<file path="config.mk">
export PLATFORM = sky130hd
export DESIGN_NAME = url_percent_decoder_top
export DESIGN_NICKNAME = d
export VERILOG_FILES = /design/src/rtl/upd_pkg.sv /design/src/rtl/url_percent_decoder_top.sv /design/src/rtl/upd_front.sv /design/src/rtl/upd_queue.sv /design/src/rtl/upd_back.sv
export SDC_FILE = /design/constraint.sdc
export NUM_CORES = 1
export LEC_CHECK = 0
export ABC_AREA = 1
export BUFFER_PORTS_ARGS = -buffer_cell sky130_fd_sc_hd__buf_4
export CAP_MARGIN = 20
export CORE_ASPECT_RATIO = 2
export CORE_UTILIZATION = 45
export DETAILED_ROUTE_END_ITERATION = 12
export PLACE_DENSITY = 0.68
export SLEW_MARGIN = 10
export SYNTH_ARGS = -nofsm -noshare
export SYNTH_HDL_FRONTEND = slang
export SYNTH_SLANG_ARGS = --single-unit
</file>
<file path="constraint.sdc">
create_clock -name aclk -period 8.9 [get_ports aclk]
set_input_delay 2.225 -clock aclk [delete_from_list [all_inputs] [get_ports aclk]]
set_output_delay 2.225 -clock aclk [all_outputs]
set_load 0.01 [all_outputs]
</file>
<file path="src/rtl/upd_pkg.sv">
`timescale 1ns / 1ps
`default_nettype none

package upd_pkg;

    // Character codes
    localparam logic [7:0] CH_PCT   = 8'h25;
    localparam logic [7:0] CH_PLUS  = 8'h2B;
    localparam logic [7:0] CH_SPACE = 8'h20;
    localparam logic [7:0] CH_0     = 8'h30;
    localparam logic [7:0] CH_9     = 8'h39;
    localparam logic [7:0] CH_UA    = 8'h41;
    localparam logic [7:0] CH_UF    = 8'h46;
    localparam logic [7:0] CH_LA    = 8'h61;
    localparam logic [7:0] CH_LF    = 8'h66;
    // 'A' - 10 and 'a' - 10
    localparam logic [7:0] UPPER_OFS = 8'h37;
    localparam logic [7:0] LOWER_OFS = 8'h57;

    // Default number of jobs between front and back
    localparam int QUEUE_DEPTH = 4;

    // Escape tracking
    typedef enum logic [1:0] {
        PH_PLAIN,
        PH_PCT,
        PH_DIGIT
    } phase_t;

    // Up to three decoded bytes caused by one input character
    typedef struct packed {
        logic [2:0][7:0] bytes;
        logic [1:0]      count;
        logic            last;
    } job_t;

    function automatic logic is_hex(input logic [7:0] c);
        return ((c >= CH_0) && (c <= CH_9)) || ((c >= CH_UA) && (c <= CH_UF)) ||
               ((c >= CH_LA) && (c <= CH_LF));
    endfunction

    function automatic logic [3:0] hex_value(input logic [7:0] c);
        logic [7:0] t;
        if (c >= CH_LA) begin
            t = c - LOWER_OFS;
        end else if (c >= CH_UA) begin
            t = c - UPPER_OFS;
        end else begin
            t = c - CH_0;
        end
        return t[3:0];
    endfunction

endpackage

`default_nettype wire

</file>
<file path="src/rtl/url_percent_decoder_top.sv">
`timescale 1ns / 1ps
`default_nettype none

// Each job waits in one of QUEUE_DEPTH queue slots, then its bytes go out registered.
// Throughput: one input character per cycle while each gives at most one
// byte, the queue is not full and m_tready is high; a failed escape gives up
// to three bytes, sent one by one from one job while the queue absorbs input.
// Reset: synchronous, active low; clears escape state, queue and output valid.
module url_percent_decoder_top #(
    parameter int QUEUE_DEPTH = upd_pkg::QUEUE_DEPTH
) (
    input  wire logic        aclk,
    input  wire logic        aresetn,
    input  wire logic        s_tvalid,
    output logic             s_tready,
    input  wire logic [7:0]  s_tdata,   // [7:0] in_char
    input  wire logic        s_tlast,   // in_last
    output logic             m_tvalid,
    input  wire logic        m_tready,
    output logic [7:0]       m_tdata,   // [7:0] out_char
    output logic             m_tlast,   // out_string_end
    output logic [0:0]       m_tuser    // [0] out_run_end
);

    upd_pkg::job_t new_job;
    upd_pkg::job_t head_job;
    logic          job_push;
    logic          job_pop;
    logic          q_empty;
    logic          q_full;
    logic          in_fire;

    assign s_tready = !q_full;
    assign in_fire  = s_tvalid && s_tready;

    upd_front u_front (
        .aclk     (aclk),
        .aresetn  (aresetn),
        .in_fire  (in_fire),
        .in_char  (s_tdata),
        .in_last  (s_tlast),
        .job      (new_job),
        .job_push (job_push)
    );

    upd_queue #(
        .DEPTH (QUEUE_DEPTH)
    ) u_queue (
        .aclk    (aclk),
        .aresetn (aresetn),
        .push    (job_push),
        .wr_job  (new_job),
        .pop     (job_pop),
        .head    (head_job),
        .empty   (q_empty),
        .full    (q_full)
    );

    upd_back u_back (
        .aclk     (aclk),
        .aresetn  (aresetn),
        .head     (head_job),
        .empty    (q_empty),
        .pop      (job_pop),
        .m_tvalid (m_tvalid),
        .m_tready (m_tready),
        .m_tdata  (m_tdata),
        .m_tlast  (m_tlast),
        .m_tuser  (m_tuser)
    );

endmodule

`default_nettype wire

</file>
<file path="src/rtl/upd_front.sv">
`timescale 1ns / 1ps
`default_nettype none

module upd_front (
    input  wire logic         aclk,
    input  wire logic         aresetn,
    input  wire logic         in_fire,
    input  wire logic [7:0]   in_char,
    input  wire logic         in_last,
    output upd_pkg::job_t     job,
    output logic              job_push
);

    upd_pkg::phase_t phase_reg, phase_next;
    logic [7:0]      held_reg, held_next;
    logic            c_hex;
    logic            c_pct;

    assign c_hex = upd_pkg::is_hex(in_char);
    assign c_pct = (in_char == upd_pkg::CH_PCT);

    // Next escape state
    always_comb begin
        phase_next = upd_pkg::PH_PLAIN;
        held_next  = held_reg;
        unique case (phase_reg)
            upd_pkg::PH_DIGIT: begin
                held_next = 8'd0;
                if (!c_hex && c_pct && !in_last) begin
                    phase_next = upd_pkg::PH_PCT;
                end
            end
            upd_pkg::PH_PCT: begin
                if (c_hex && !in_last) begin
                    held_next  = in_char;
                    phase_next = upd_pkg::PH_DIGIT;
                end else if (c_pct && !in_last) begin
                    phase_next = upd_pkg::PH_PCT;
                end
            end
            default: begin
                if (c_pct && !in_last) begin
                    phase_next = upd_pkg::PH_PCT;
                end
            end
        endcase
        if (in_last) begin
            phase_next = upd_pkg::PH_PLAIN;
            held_next  = 8'd0;
        end
    end

    // Bytes produced by this character
    always_comb begin
        logic done;
        done      = 1'b0;
        job.bytes = '0;
        job.count = 2'd0;
        job.last  = in_last;
        unique case (phase_reg)
            upd_pkg::PH_DIGIT: begin
                if (c_hex) begin
                    job.bytes[job.count] = {upd_pkg::hex_value(held_reg),
                                            upd_pkg::hex_value(in_char)};
                    job.count = job.count + 2'd1;
                    done = 1'b1;
                end else begin
                    job.bytes[job.count] = upd_pkg::CH_PCT;
                    job.count = job.count + 2'd1;
                    job.bytes[job.count] = held_reg;
                    job.count = job.count + 2'd1;
                end
            end
            upd_pkg::PH_PCT: begin
                if (c_hex && !in_last) begin
                    done = 1'b1;
                end else begin
                    job.bytes[job.count] = upd_pkg::CH_PCT;
                    job.count = job.count + 2'd1;
                end
            end
            default: begin
                done = 1'b0;
            end
        endcase
        if (!done) begin
            if (c_pct) begin
                if (in_last) begin
                    job.bytes[job.count] = upd_pkg::CH_PCT;
                    job.count = job.count + 2'd1;
                end
            end else if (in_char == upd_pkg::CH_PLUS) begin
                job.bytes[job.count] = upd_pkg::CH_SPACE;
                job.count = job.count + 2'd1;
            end else begin
                job.bytes[job.count] = in_char;
                job.count = job.count + 2'd1;
            end
        end
    end

    // Only characters that give output make a job
    assign job_push = in_fire && (job.count != 2'd0);

    always_ff @(posedge aclk) begin
        if (!aresetn) begin
            phase_reg <= upd_pkg::PH_PLAIN;
            held_reg  <= 8'd0;
        end else if (in_fire) begin
            phase_reg <= phase_next;
            held_reg  <= held_next;
        end
    end

`ifndef SYNTH
    // A held digit exists only while the second digit is awaited
    a_held_clear: assert property (@(posedge aclk) disable iff (!aresetn)
        (phase_reg != upd_pkg::PH_DIGIT) |-> (held_reg == 8'd0))
        else $error("held digit outside digit phase");
    // Nothing stays pending past the end of a string
    a_last_flush: assert property (@(posedge aclk) disable iff (!aresetn)
        (in_fire && in_last) |=> (phase_reg == upd_pkg::PH_PLAIN))
        else $error("escape pending after string end");
`endif

endmodule

`default_nettype wire

</file>
<file path="src/rtl/upd_queue.sv">
`timescale 1ns / 1ps
`default_nettype none

module upd_queue #(
    parameter int DEPTH = upd_pkg::QUEUE_DEPTH
) (
    input  wire logic          aclk,
    input  wire logic          aresetn,
    input  wire logic          push,
    input  wire upd_pkg::job_t wr_job,
    input  wire logic          pop,
    output upd_pkg::job_t      head,
    output logic               empty,
    output logic               full
);

    localparam int PW = (DEPTH > 1) ? $clog2(DEPTH) : 1;
    localparam int CW = $clog2(DEPTH + 1);
    localparam logic [PW-1:0] LAST_PTR = PW'(DEPTH - 1);
    localparam logic [CW-1:0] FULL_CNT = CW'(DEPTH);

    upd_pkg::job_t  slot_reg [DEPTH];
    logic [PW-1:0]  wr_ptr_reg, wr_ptr_next;
    logic [PW-1:0]  rd_ptr_reg, rd_ptr_next;
    logic [CW-1:0]  count_reg, count_next;

    assign empty = (count_reg == '0);
    assign full  = (count_reg == FULL_CNT);
    assign head  = slot_reg[rd_ptr_reg];

    // Pointer and fill bookkeeping
    always_comb begin
        wr_ptr_next = wr_ptr_reg;
        rd_ptr_next = rd_ptr_reg;
        count_next  = count_reg;
        if (push) begin
            wr_ptr_next = (wr_ptr_reg == LAST_PTR) ? '0 : wr_ptr_reg + 1'b1;
        end
        if (pop) begin
            rd_ptr_next = (rd_ptr_reg == LAST_PTR) ? '0 : rd_ptr_reg + 1'b1;
        end
        if (push && !pop) begin
            count_next = count_reg + 1'b1;
        end else if (pop && !push) begin
            count_next = count_reg - 1'b1;
        end
    end

    always_ff @(posedge aclk) begin
        if (!aresetn) begin
            wr_ptr_reg <= '0;
            rd_ptr_reg <= '0;
            count_reg  <= '0;
        end else begin
            wr_ptr_reg <= wr_ptr_next;
            rd_ptr_reg <= rd_ptr_next;
            count_reg  <= count_next;
        end
    end

    // Job storage
    always_ff @(posedge aclk) begin
        if (push) begin
            slot_reg[wr_ptr_reg] <= wr_job;
        end
    end

`ifndef SYNTH
    a_no_overflow: assert property (@(posedge aclk) disable iff (!aresetn)
        full |-> !push)
        else $error("job queue overflow");
    a_no_underflow: assert property (@(posedge aclk) disable iff (!aresetn)
        empty |-> !pop)
        else $error("job queue underflow");
`endif

endmodule

`default_nettype wire

</file>
<file path="src/rtl/upd_back.sv">
`timescale 1ns / 1ps
`default_nettype none

module upd_back (
    input  wire logic          aclk,
    input  wire logic          aresetn,
    input  wire upd_pkg::job_t head,
    input  wire logic          empty,
    output logic               pop,
    output logic               m_tvalid,
    input  wire logic          m_tready,
    output logic [7:0]         m_tdata,
    output logic               m_tlast,
    output logic [0:0]         m_tuser
);

    logic [1:0] pos_reg, pos_next;
    logic       m_tvalid_reg;
    logic [7:0] m_tdata_reg;
    logic       m_tlast_reg;
    logic       m_tuser_reg;
    logic       load;
    logic       take;
    logic       run_end;
    logic [7:0] cur_byte;

    // Output register free or being drained this cycle
    assign load    = !m_tvalid_reg || m_tready;
    assign take    = load && !empty;
    assign run_end = (pos_reg == (head.count - 2'd1));
    assign pop     = take && run_end;

    always_comb begin
        case (pos_reg)
            2'd0:    cur_byte = head.bytes[0];
            2'd1:    cur_byte = head.bytes[1];
            default: cur_byte = head.bytes[2];
        endcase
    end

    // Step through the bytes of the head job
    always_comb begin
        pos_next = pos_reg;
        if (take) begin
            pos_next = run_end ? 2'd0 : pos_reg + 2'd1;
        end
    end

    always_ff @(posedge aclk) begin
        if (!aresetn) begin
            pos_reg      <= 2'd0;
            m_tvalid_reg <= 1'b0;
        end else begin
            pos_reg <= pos_next;
            if (load) begin
                m_tvalid_reg <= !empty;
            end
        end
    end

    // Output payload
    always_ff @(posedge aclk) begin
        if (take) begin
            m_tdata_reg <= cur_byte;
            m_tuser_reg <= run_end;
            m_tlast_reg <= run_end && head.last;
        end
    end

    assign m_tvalid   = m_tvalid_reg;
    assign m_tdata    = m_tdata_reg;
    assign m_tlast    = m_tlast_reg;
    assign m_tuser[0] = m_tuser_reg;

`ifndef SYNTH
    a_pos_bound: assert property (@(posedge aclk) disable iff (!aresetn)
        !empty |-> (head.count != 2'd0) && (pos_reg < head.count))
        else $error("byte position beyond job");
    a_end_run: assert property (@(posedge aclk) disable iff (!aresetn)
        (m_tvalid && m_tlast) |-> m_tuser[0])
        else $error("string end not on run end");
`endif

endmodule

`default_nettype wire
</file>
# Word level (Yosys, flattened, before mapping)
# Memories as Yosys holds them, arrays and structs flattened. A register that Yosys moved wholly into a read port is not among the register bits.
# Cells that the tools add are included.
# word_totals
reg_bits,30
n_memories,1
output_inout_bits,12
ram_bits,108
input_bits,13
wordCells,118
# mem_list
name,words,width,rd,rd_ports_with_merged_regs,write_ports,line,text
u_queue.slot_reg,4,27,1,1,1,upd_queue.sv:22,upd_pkg::job_t slot_reg [DEPTH];
# op_classes
n_lt_le_gt_ge,10
eq_ne,10
addsub,13
bitwise,6
n_reduce_logical,31
n_mux,37
# ops
operator,count
$mux W26,4
$mux W8,6
$ge A8 B7 Y1 const B,4
$pmux W8 S2,2
$bwmux W24,1
$and A14 B21 Y21,1
$not A21 Y21,1
$pmux W10 S2,1
$demux W8 S2,1
$eq A8 B6 Y1 const B,2
$le A8 B7 Y1 const B,2
$mux W4,4
$sub A4 B3 Y4 const B,4
$and A10 B15 Y15,1
$logic_and A1 B1 Y1,15
$not A15 Y15,1
$mux W2,7
$mux W10,1
$or A6 B9 Y9,1
$add A2 B1 Y2 const B,4
$ge A8 B6 Y1 const B,1
$le A8 B6 Y1 const B,1
$sub A4 B1 Y4 const B,2
$logic_not A1 Y1,7
other kinds (21),33

# Depth between registers and ports, before layout
# depth
depth_word,22
ltp_mapped,25

# By module
# From an unflattened synthesis, not the netlist that was laid out.
# unflattened
cells_unflattened,634
hier_area_um2,6718.9
# modules_own_cells
mod,area_per_inst_um2,instances,cells_per_inst
upd_queue,4510.6,1,320
upd_front,1521.5,1,239
upd_back,673.1,1,72
url_percent_decoder_top,13.8,1,3

# Worst setup path before layout
# No wires, ideal clock.
# synth_timing
kind,input -> register
from,input s_tdata[1]
to,"memory u_queue.slot_reg[3][0] (netlist name), enable pin"
stages,17
slack_ps,3480
t_arrival_ps,5009
setup_time_ps,411
required_ps,8489
path_cell_list,inv_1 -> ha_1 -> inv_1 -> nand3_2 -> a21oi_4 -> nor2_8 -> nand2_4 -> nand2_4 -> nand2_1 -> nand2_2 -> ha_1 -> inv_1 -> nand4_1 -> nand2_1 -> nand2_2 -> nand2_4 -> nor2_1
# synth_between
elab_chain_len,15
elab_cells_between_ends,28
classes_between,add/sub (1); order compare (6); eq/ne (1); mux (12); reduce/logical (8)
# synth_rtl
element,line,text
start: declaration,url_percent_decoder_top.sv:16,"input wire logic [7:0] s_tdata,"
$ge A8 B6 Y1 (tied with other cells),upd_pkg.sv:38,return ((c >= CH_0) && (c <= CH_9)) || ((c >= CH_UA) && (c <= CH_UF)) ||
$logic_and A1 B1 Y1,upd_pkg.sv:38,
$logic_or A1 B1 Y1 (2 in series),upd_pkg.sv:38,
$logic_and A1 B1 Y1,upd_front.sv:75,if (c_hex && !in_last) begin
$mux W8,upd_front.sv:75,
$pmux W10 S2,upd_front.sv:60,unique case (phase_reg)
$add A2 B1 Y2,"upd_front.sv:90, upd_front.sv:94, upd_front.sv:97",
"$mux W26, on equally long branches","upd_front.sv:92, upd_front.sv:88",
$mux W26,upd_front.sv:87,if (c_pct) begin
$mux W26 (*),upd_front.sv:86,if (!done) begin
$reduce_bool A2 Y1 (*),upd_front.sv:103,assign job_push = in_fire && (job.count != 2'd0);
$logic_and A1 B1 Y1 (*),upd_front.sv:103,
$mux W1 (*),upd_queue.sv:63,if (push) begin
$mux W1 (not written as such) (*),upd_queue.sv:64,slot_reg[wr_ptr_reg] <= wr_job;
end: declaration,upd_queue.sv:22,
# Every way passes the cells marked *; elsewhere a longest branch is shown, timed or not.

# Worst setup path in the final report
# layout_timing
from,input s_tdata[1]
to,register u_queue.count_reg[1]
# layout_between
elab_cells_between_ends,31
classes_between,add/sub (1); order compare (6); eq/ne (1); mux (11); reduce/logical (12)
# layout_rtl
element,line,text
$ge A8 B6 Y1 (tied with other cells),upd_pkg.sv:38,
$logic_and A1 B1 Y1,upd_pkg.sv:38,
$logic_or A1 B1 Y1 (2 in series),upd_pkg.sv:38,
$logic_and A1 B1 Y1,upd_front.sv:75,
$mux W8,upd_front.sv:75,
$pmux W10 S2,upd_front.sv:60,
$add A2 B1 Y2,"upd_front.sv:90, upd_front.sv:94, upd_front.sv:97",
"$mux W26, on equally long branches","upd_front.sv:92, upd_front.sv:88",
$mux W26,upd_front.sv:87,
$mux W26 (*),upd_front.sv:86,
$reduce_bool A2 Y1 (*),upd_front.sv:103,
$logic_and A1 B1 Y1 (*),upd_front.sv:103,
net job_push,url_percent_decoder_top.sv:27,logic job_push;
$logic_and A1 B1 Y1 (*),upd_queue.sv:42,if (push && !pop) begin
$mux W3 (*),upd_queue.sv:42,
net u_queue.count_next[1],upd_queue.sv:25,"logic [CW-1:0] count_reg, count_next;"
end signal: assignment,upd_queue.sv:57,count_reg <= count_next;
end: declaration,upd_queue.sv:25,
# Mark *: on every way through the listed nets, which the timed path passes. The rest lies on a longest branch.
# A chain may end at the register's enable or synchronous reset.

==> metrics <==
fin crit period 4.94 ns; Top FF cell, synth edfxtp_1; Tcrit/Tclk final 0.555; overall routing resource usage 0.200; via count 4549; R2R depth 15; Final setup viols 0; grt ovf 0; WS Path Type primary input to flop; Port Buffers 24; Startpoint Class primary input; Critical R2R Capture u_queue.count_reg[1]; CP arrival 5.24 ns; setup_tns 0 ns; layout cells sized above 1 0.149; Residual DRC 0; Rows 61; register area share after synthesis 0.617; Area Overhead vs Synth 14.2%; Resize count post-CTS 0; Routed WL per cell 16.7 um; crit path max fanout 9; syn nets 636; status finished clean; commonest non-fill, non-tap cell in the layout edfxtp_1; H-tree Lvls 4; Setup WS pre-CTS 3.54 ns; max capacitance violation total 0; Post-Syn Area 0.00645 mm^2; die extent in x 86.7 um; TritonCTS buffer count 17; Clock transition at path regs 0.06 ns; # diodes 0; Final WS setup 3.96 ns; hold_sp u_front.held_reg[6]; min-delay worst type flop to flop; CTS root buf clkbuf_16; Clock Tree Buf Depth 2; Hold Violations, Final 0; latest clock arrival within the worst-skew pair 0.41 ns; Die Area 0.0149 mm^2; DRT antenna net count 0; synthesized instance count 602; I/O pin count 25; Crit path required time 9.20 ns; first-pass GRT wire length 22.3 mm; largest net degree at the start of global routing 56; GP Congestion 0.892; max-slew violation count 0; R2R setup slack 5.41 ns; EDFF count, synth 118; hold endpoint u_front.held_reg[6]; Post-CTS Setup Bufs 0; vias per cell 5.47; Sink Count 140; Detailed Routing Iterations Pass 1 5; Synth warnings 0; Die Height 171 um; HPWL Detailed 9.41 mm; CTS tree yes; final WL 13.9 mm; violation count after the first detailed-routing iteration 362; Lkg Pwr 2.73 nW; Final Skew 0.00955 ns; VDD IR max 160 uV; crit end category flop; Nets 664; Initial Util 0.462; synthesis-stage register bit count 140; PwrDens 293 mW/mm^2; Worst Hold Depth 2; FFs w/ async S/R, synth 0; fmax 0.202 GHz; CORE AREA 0.0140 mm^2; CTS Hold Bufs 0; commonest non-fill, non-tap cells in the layout 118 x edfxtp_1, 81 x nand2_1, 77 x nor2_1, 59 x o21ai_0, 54 x inv_1; max reg flops 108; Slew @ Worst Pin 1.09 ns; minimum hold slack 0.492 ns; antenna violations before repair 0; vias in the first global route 4585; RSZ-0062 raised after global routing no; Syn Area/Cell 10.7 um^2; Max-slew headroom 0.270; Distinct cells, synth 42
-- cell type report --
type	instances	area, um^2
Tap cell	189	236
Sequential cell	140	3980
Clock inverter	15	101
Timing Repair Buffer	29	218
Multi-Input combinational cell	381	2170
Inverter	61	231
Fill cell	1184	6600
Clock buffer	17	425
-- power by group --
group / switching, mW / internal [mW]
Sequential: 0.0348 / 0.857
Combinational: 0.445 / 0.209
Clock: 0.262 / 0.353
Total: 0.741 / 1.42
-- worst max-delay path by stage --
stage,depth (start not counted),to,from,slack [ns]
6_report,23,u_queue.count_reg[1],s_tdata[1],3.96
2_1_floorplan,17,u_queue.slot_reg[3][0],s_tdata[1],3.48
4_1_cts,23,u_queue.count_reg[1],s_tdata[1],3.97
5_1_grt,23,u_queue.count_reg[1],s_tdata[1],3.65
3_5_place_dp,23,u_queue.count_reg[1],s_tdata[1],3.54
3_3_place_gp,23,u_queue.count_reg[1],s_tdata[1],3.69
-- Yosys cell counts (4+ instances only) --
cell type / instances / area, um^2
o22ai_1: 36 / 225
edfxtp_1: 118 / 3540
a211oi_1: 8 / 60.1
inv_1: 54 / 203
o21ai_0: 59 / 295
nand4_1: 4 / 25.0
xor2_1: 6 / 52.6
nand2_2: 9 / 56.3
dfxtp_1: 22 / 440
nand3_2: 4 / 40.0
nand2_1: 81 / 304
clkbuf_1: 16 / 60.1
nand3_1: 23 / 115
nor2_1: 81 / 304
ha_1: 20 / 250
inv_2: 5 / 18.8
a21oi_1: 18 / 90.1
-- metrics by stage --
stage / area, um^2 / utilization / power, mW / instances
after global placement: 6840 / 0.490 / 1.53 / 800
after floorplan: 6450 / - / 1.35 / 602
after CTS: 7370 / 0.528 / 2.17 / 832
after global routing: 7370 / 0.528 / 2.28 / 832
after detailed placement: 6840 / 0.490 / 1.56 / 800
final: 7370 / 0.528 / 2.16 / 832
-- metal layers --
| layer | part of all wire | vias up | track usage |
|---|---|---|---|
| met5 | 0 | - | 0 |
| met3 | 0.039 | 37 | 0.0355 |
| met1 | 0.38 | 2186 | 0.219 |
| li1 | - | 2170 | - |
| met2 | 0.54 | 156 | 0.350 |
| met4 | 0.038 | 0 | 0.132 |
-- worst max-delay path, stage by stage --
cell,delay [ns]
buf_4,0.11
inv_1,0.08
ha_1,0.21
inv_1,0.13
nand3_2,0.14
a21oi_4,0.20
nor2_8,0.09
nand2_4,0.08
nand2_4,0.05
nand2_1,0.08
nand2_2,0.08
ha_1,0.31
inv_1,0.05
nand4_1,0.09
nand2_1,0.11
nand2_2,0.07
nand2_4,0.13
inv_1,0.06
ha_1,0.18
inv_1,0.11
fa_1,0.42
o21ai_0,0.16
a21oi_1,0.06
-- cells by family (layout without fill, tap and decap cells) --
logic type | count (synthesis) | in the layout | synth area share
and+or+nand+nor | 217 | 217 | 0.157
adders and majority gates | 21 | 21 | 0.0419
buffers and inverters | 81 | 122 | 0.0493
xor gates and xnor gates | 6 | 6 | 0.00814
AOI/OAI and AO/OA | 137 | 137 | 0.127
DFF | 140 | 140 | 0.617
(Power assumes the default switching activity.)
